File: src/sv/ssbd_pkg.sv
// shared types, constants and rotate helpers for the speck-style block decrypt core
`timescale 1ns / 1ps

package ssbd_pkg;

  localparam int unsigned WordW        = 16;
  localparam int unsigned NumRounds    = 4;
  localparam int unsigned AlphaRot     = 7;
  localparam int unsigned BetaRot      = 2;
  localparam int unsigned CfgIdxW      = 2;
  localparam int unsigned SettleCycles = NumRounds;
  localparam int unsigned SettleW      = $clog2(SettleCycles + 1);

  typedef logic [WordW-1:0] word_t;

  typedef enum logic [CfgIdxW-1:0] {
    REG_KEY_WORD0 = 2'd0,
    REG_KEY_WORD1 = 2'd1,
    REG_KEY_WORD2 = 2'd2,
    REG_KEY_WORD3 = 2'd3
  } cfg_reg_e;

  typedef struct packed {
    word_t cipher_x;
    word_t cipher_y;
  } in_t;

  typedef struct packed {
    word_t plain_x;
    word_t plain_y;
  } out_t;

  typedef struct packed {
    word_t x;
    word_t y;
  } blk_t;

  typedef word_t [NumRounds-1:0] rkeys_t;

  typedef struct packed {
    logic settling;
  } key_status_t;

  function automatic word_t ror_w(input word_t v, input int unsigned s);
    return (v >> s) | (v << (WordW - s));
  endfunction

  function automatic word_t rol_w(input word_t v, input int unsigned s);
    return (v << s) | (v >> (WordW - s));
  endfunction

endpackage

File: src/sv/ssbd_key_sched.sv
// key word registers and the registered round key schedule
`timescale 1ns / 1ps

module ssbd_key_sched
  import ssbd_pkg::*;
(
  input  logic               clk_i,
  input  logic               rst_ni,
  input  logic               cfg_we_i,
  input  logic [CfgIdxW-1:0] cfg_idx_i,
  input  word_t              cfg_wdata_i,
  output rkeys_t             rkeys_o,
  output key_status_t        status_o
);

  word_t [NumRounds-1:0] kw_q;
  word_t [NumRounds-1:0] rk_q;
  word_t [NumRounds-1:0] rk_d;
  logic [SettleW-1:0]    settle_q;
  logic [SettleW-1:0]    settle_d;

  always_ff @(posedge clk_i or negedge rst_ni) begin
    if (!rst_ni) begin
      kw_q <= '0;
    end else if (cfg_we_i) begin
      case (cfg_reg_e'(cfg_idx_i))
        REG_KEY_WORD0: kw_q[0] <= cfg_wdata_i;
        REG_KEY_WORD1: kw_q[1] <= cfg_wdata_i;
        REG_KEY_WORD2: kw_q[2] <= cfg_wdata_i;
        REG_KEY_WORD3: kw_q[3] <= cfg_wdata_i;
        default: ;
      endcase
    end
  end

  // one schedule step per cycle
  assign rk_d[0] = kw_q[0];
  for (genvar i = 1; i < NumRounds; i++) begin : g_sched
    assign rk_d[i] = (ror_w(rk_q[i-1], AlphaRot) + kw_q[i]) ^ WordW'(i - 1);
  end

  always_ff @(posedge clk_i) begin
    rk_q <= rk_d;
  end

  always_comb begin
    settle_d = settle_q;
    if (cfg_we_i) begin
      settle_d = SettleW'(SettleCycles);
    end else if (settle_q != '0) begin
      settle_d = settle_q - SettleW'(1);
    end
  end

  always_ff @(posedge clk_i or negedge rst_ni) begin
    if (!rst_ni) begin
      settle_q <= SettleW'(SettleCycles);
    end else begin
      settle_q <= settle_d;
    end
  end

  assign rkeys_o[0] = kw_q[0];
  for (genvar i = 1; i < NumRounds; i++) begin : g_out
    assign rkeys_o[i] = rk_q[i];
  end

  assign status_o.settling = cfg_we_i || (settle_q != '0);

endmodule

File: src/sv/ssbd_round.sv
// one registered inverse round stage
`timescale 1ns / 1ps

module ssbd_round
  import ssbd_pkg::*;
(
  input  logic  clk_i,
  input  logic  rst_ni,
  input  logic  valid_i,
  input  blk_t  blk_i,
  input  word_t key_i,
  output logic  valid_o,
  output blk_t  blk_o
);

  logic  valid_q;
  blk_t  blk_q;
  blk_t  blk_d;

  always_comb begin
    blk_d.y = ror_w(blk_i.x ^ blk_i.y, BetaRot);
    blk_d.x = rol_w((blk_i.x ^ key_i) - blk_d.y, AlphaRot);
  end

  always_ff @(posedge clk_i or negedge rst_ni) begin
    if (!rst_ni) begin
      valid_q <= 1'b0;
    end else begin
      valid_q <= valid_i;
    end
  end

  always_ff @(posedge clk_i) begin
    if (valid_i) begin
      blk_q <= blk_d;
    end
  end

  assign valid_o = valid_q;
  assign blk_o   = blk_q;

endmodule

File: src/sv/speck_style_block_decrypt_core.sv
// top level of the four-round speck-style block decrypt core
`timescale 1ns / 1ps

// Decrypts one 32-bit block (two 16-bit words) per request through four
// pipelined inverse rounds, one register stage per round. A request is taken
// when start_i is high and busy_o is low; the plaintext appears on result_o
// with done_o high for one cycle, in request order.
// A new request can be taken every cycle while busy_o is low. The receiver
// cannot stall the output. Round keys come from a registered schedule that
// settles after reset or after a key write; busy_o is high while it settles
// and in the cycle of a key write. Keys must only be written while no
// request is in flight.

module speck_style_block_decrypt_core
  import ssbd_pkg::*;
(
  input  logic               clk_i,
  input  logic               rst_ni,
  input  logic               start_i,
  output logic               busy_o,
  input  in_t                req_i,
  output logic               done_o,
  output out_t               result_o,
  input  logic               cfg_we_i,
  input  logic [CfgIdxW-1:0] cfg_idx_i,
  input  word_t              cfg_wdata_i
);

  rkeys_t      rkeys;
  key_status_t key_status;
  logic        accept;
  logic [NumRounds:0] valid;
  blk_t [NumRounds:0] blk;

  ssbd_key_sched u_key_sched (
    .clk_i       (clk_i),
    .rst_ni      (rst_ni),
    .cfg_we_i    (cfg_we_i),
    .cfg_idx_i   (cfg_idx_i),
    .cfg_wdata_i (cfg_wdata_i),
    .rkeys_o     (rkeys),
    .status_o    (key_status)
  );

  assign busy_o = key_status.settling;
  assign accept = start_i && !busy_o;

  assign valid[0]  = accept;
  assign blk[0].x  = req_i.cipher_x;
  assign blk[0].y  = req_i.cipher_y;

  // last round key first
  for (genvar r = 0; r < NumRounds; r++) begin : g_round
    ssbd_round u_round (
      .clk_i   (clk_i),
      .rst_ni  (rst_ni),
      .valid_i (valid[r]),
      .blk_i   (blk[r]),
      .key_i   (rkeys[NumRounds-1-r]),
      .valid_o (valid[r+1]),
      .blk_o   (blk[r+1])
    );
  end

  assign done_o           = valid[NumRounds];
  assign result_o.plain_x = blk[NumRounds].x;
  assign result_o.plain_y = blk[NumRounds].y;

`ifndef SYNTH
  a_req_to_done: assert property (@(posedge clk_i) disable iff (!rst_ni)
    accept |=> ##3 done_o)
    else $error("request did not complete after four cycles");

  a_done_has_req: assert property (@(posedge clk_i) disable iff (!rst_ni)
    done_o |-> $past(accept, 4))
    else $error("result without a matching request");

  a_write_blocks: assert property (@(posedge clk_i) disable iff (!rst_ni)
    cfg_we_i |=> busy_o)
    else $error("key write not followed by busy");

  a_keys_stable: assert property (@(posedge clk_i) disable iff (!rst_ni)
    !busy_o |=> $stable(rkeys))
    else $error("round keys changed while requests are accepted");
`endif

endmodule

File: config.mk
export PLATFORM = sky130hd
export DESIGN_NAME = speck_style_block_decrypt_core
export DESIGN_NICKNAME = d
export VERILOG_FILES = /design/src/sv/ssbd_pkg.sv /design/src/sv/ssbd_key_sched.sv /design/src/sv/ssbd_round.sv /design/src/sv/speck_style_block_decrypt_core.sv
export SDC_FILE = /design/constraint.sdc
export NUM_CORES = 1
export LEC_CHECK = 0
export ABC_AREA = 1
export BUFFER_PORTS_ARGS = -buffer_cell sky130_fd_sc_hd__buf_2
export CORE_ASPECT_RATIO = 1.5
export CORE_MARGIN = 2
export CORE_UTILIZATION = 45
export CTS_BUF_LIST = sky130_fd_sc_hd__clkbuf_4 sky130_fd_sc_hd__clkbuf_8
export CTS_CLUSTER_SIZE = 24
export DETAILED_ROUTE_END_ITERATION = 10
export MAX_ROUTING_LAYER = met4
export SKIP_CTS_REPAIR_TIMING = 1
export SLEW_MARGIN = 15
export SYNTH_ARGS = -nofsm -noshare
export SYNTH_HDL_FRONTEND = slang
export SYNTH_SLANG_ARGS = --single-unit
File: constraint.sdc
create_clock -name clk_i -period 5.55 [get_ports clk_i]
set_input_delay 0.8325 -clock clk_i [delete_from_list [all_inputs] [get_ports clk_i]]
set_output_delay 0.8325 -clock clk_i [all_outputs]
set_load 0.02 [all_outputs]
==> impl_summary.md <==
Outcome
The run finished with clean final reports.

Routing
In the final routed layout, each cell accounts on average for between 15 and 20 µm. The final antenna-violating net count is 0. The number of violations reported at the end of detailed-routing iteration 0 is around 540. The wire length after detailed routing is between 40 and 50 mm. The first-pass iteration count of the detailed router is 5. Summing over every cut layer, the via total after detailed routing is around 12000.

After detailed routing, the number of vias per cell comes to 4.75. After detailed routing, the number of remaining DRC violations is 0.

Finish
The core occupancy in the finished layout is 0.505. Registers take 0.00690 mm². The filler cells instantiated in the layout total roughly 3300. Of the cells placed in the final design, the portion with a size suffix greater than 1 is 0.0943. The synthesis-to-finish area growth is 10.3%.

The number of nets in the layout is 2173. In the final layout, the multi-input gates occupy around 0.007 mm².

Place
Once detailed placement completed, the half-perimeter wirelength came to about 33 mm. The number of buffers inserted by port buffering is 87. The final estimated routing congestion in global placement is between 0.9 and 1.

GRT
The via count of the first global-routing pass is 11700. For this run, global-route usage on met3 was measured as 0.0268. The number of antenna violations at the first check in global routing was 1. The first-pass GRT wire length is ~63 mm. Entering global routing, the biggest net connects between 70 and 80 pins.

The met1 layer usage reported by global route is 0.231. In the global route stage, overall resource usage came out at 0.237. For met2 alone, demand over resource in global routing was 0.447. After global routing, the most crowded layer is met2.

The overflow left after global routing is 0.

Setup path
The launch instance of the worst register-to-register path is g_round[1].u_round.blk_o[19]. The setup path with the least slack is of type reg -> out. In this run the worst path has a maximum fanout of 3. The cell count of the worst reg-to-reg path is 11.

The launching element type of the critical path is a register. The worst register-to-register path ends at g_round[2].u_round.blk_o[21]. The register-to-register setup slack is about 3.1 ns. The category of the worst setup path capture point is an output pin.

At the worst endpoint, the required time is 4.72 ns. The startpoint of the worst setup timing path is u_key_sched.settle_q[1]. At the worst endpoint, the arrival time is 1.76 ns.

Die
The region available for standard cell placement spans ~0.034 mm². In this run the count of I/O pins placed on the die edge is 88. The full die area is between 0.03 and 0.04 mm². The site row count is a little over 80. The floorplan step set the die height to about 230 µm.

The initial utilization of the core area, before any placement, comes to 0.457. The die is 156 µm wide.

Logic synthesis
Summed over all instances, the cell type with the most area after synthesis is sky130_fd_sc_hd__edfxtp_1. The most numerous cell in the Yosys netlist is sky130_fd_sc_hd__nand2_1. The cell area that synthesis handed to floorplanning was approximately 0.016 mm². Yosys mapped a number of flops with a built-in enable equal to roughly 130. The share of the Yosys chip area taken by registers is 0.440. Yosys mapped the design onto 32 distinct sky130hd cell types. The number of instances in the synthesized netlist is 1914. During synthesis, Yosys emitted a total of 0 warnings. The area share of the leading cell type in the synthesized netlist is 0.245.

After synthesis, the most frequently instantiated cells are 620 x sky130_fd_sc_hd__nand2_1, 350 x sky130_fd_sc_hd__inv_1, 158 x sky130_fd_sc_hd__xor2_1. By area the synthesized netlist is led by sky130_fd_sc_hd__edfxtp_1 25%, sky130_fd_sc_hd__nand2_1 15%, sky130_fd_sc_hd__dfrtp_1 11%. The per-instance average area after synthesis is 8.19 µm². The most used flip-flop cell after synthesis is sky130_fd_sc_hd__edfxtp_1. Synthesis inferred 263 register bits. The net count after synthesis is 2082. For this run, asynchronously set or reset flops after synthesis account for 0.270.

Hold path
In this run the worst hold path is classified as in -> async.

Clock tree
The H-tree was split into 2 levels. CTS placed an instance of sky130_fd_sc_hd__clkbuf_8 at the clock tree root. TritonCTS built the clock tree. The tree built by TritonCTS fans out to ~260 sinks. The later pin in the worst-skew pair is clocked with a latency of approximately 0.6 ns. TritonCTS created 42 clock buffers.

No sink is reached through more buffers than the 3 on the longest clock path. After clock tree synthesis, the clock-pin slew on the worst setup and hold paths is around 0.06 ns.

Power and ir drop
The post-layout total power is about 9.3 mW. In this run the static leakage power is approximately 9 nW. VDD sags by at most ~0.30 mV. For this design the ratio of total power to cell area is ~540 mW/mm².

STA
The time the worst path needs with I/O delays and setup is 2.59 ns. The total setup violations reported at the end of the flow is 0. Measured against its own limit, the worst slew margin works out to 0.273. The clock skew is 0.0402 ns. The final number of max-transition violations is 0. The number of failing hold endpoints at the final stage is 0.

The slew at the pin closest to its max-slew limit is 1.09 ns. Setup repair after global routing left no endpoint under its margin. Derived from the worst setup path, the maximum achievable clock frequency is ~0.39 GHz.

Of the available clock period, the critical path in the final layout requires 0.467. The setup TNS is 0 ns.

Run
The max-capacitance violation count is 0.
-- metrics by stage --
step,instance area (µm²),setup WS (ns),hold slack (ns),instances
CTS,17300,2.89,0.385,2461
global placement,16400,2.88,0.439,2386
floorplan,15700,2.59,0.385,1914
detailed placement,16400,2.86,0.444,2386
finish,17300,2.96,0.375,2462
global route,17300,2.83,0.437,2462
-- flip-flops by register name (all words and copies together) (netlist names) --
signal / flops
u_key_sched.settle_q: 3
g_round.u_round.valid_o: 4
g_round.u_round.blk_o: 128
u_key_sched.rkeys_o: 64
u_key_sched.kw_q: 48
u_key_sched.rk_q: 16
-- layout by cell type, fill, tap and decap left out, drive strengths merged --
cell type    n
dfstp        1
xor2       158
clkinv      13
and2         8
clkinvlp     1
nand3       72
nand4       10
inv        352
dfrtp       70
o22ai        1
nor3        20
edfxtp     128
clkbuf      55
o21ai       65
diode        1
nand3b       7
or2          8
nor2        75
dfxtp       64
nand2      632
ha         107
bufinv       4
buf         91
a21oi       62
xnor2       25
fa           7
-- how the worst max path moves through the flow --
stage / to / slack, ns / depth (start not counted)
6_report: busy_o / 2.96 / 6
5_1_grt: busy_o / 2.83 / 6
4_1_cts: busy_o / 2.89 / 6
3_5_place_dp: g_round[0].u_round.blk_o[20] / 2.86 / 12
3_3_place_gp: g_round[0].u_round.blk_o[20] / 2.88 / 12
2_1_floorplan: g_round[0].u_round.blk_o[0] / 2.59 / 3
-- critical path, stage by stage (launching register included) --
cell	delay, ns
sky130_fd_sc_hd__dfrtp_1	0.37
sky130_fd_sc_hd__inv_1	0.10
sky130_fd_sc_hd__ha_1	0.15
sky130_fd_sc_hd__nand2_1	0.07
sky130_fd_sc_hd__nor2_1	0.17
sky130_fd_sc_hd__inv_1	0.15
sky130_fd_sc_hd__buf_2	0.19
-- metal layers --
layer / routed length (µm) / vias to the layer above / share of wire
li1: - / 6085 / -
met1: 14800 / 5271 / 0.37
met2: 21700 / 236 / 0.54
met3: 1160 / 112 / 0.029
met4: 2640 / 0 / 0.065
met5: 0 / - / 0
-- cell families after synthesis --
| family | synth area share |
|---|---|
| XOR/XNOR | 0.102 |
| AND/OR/NAND/NOR | 0.217 |
| flip-flops | 0.440 |
| AO/OA/AOI/OAI | 0.0424 |
| buffers and inverters | 0.103 |
| adder cells (fa/ha/maj) | 0.0943 |
-- where the power goes --
part | internal [mW] | total [mW] | switching (mW)
Sequential | 2.64 | 3.09 | 0.444
Clock | 1.02 | 1.83 | 0.813
Combinational | 1.61 | 4.41 | 2.81
-- cell type report --
type                            instances  area share
Antenna cell                            1    0.000145
Sequential cell                       263       0.399
Multi-Input combinational cell       1257       0.414
Inverter                              350      0.0760
Timing Repair Buffer                   91      0.0271
Clock inverter                         20      0.0126
Clock buffer                           55      0.0405
Tap cell                              425      0.0308
No activity file was read; power rests on OpenSTA's default activity.
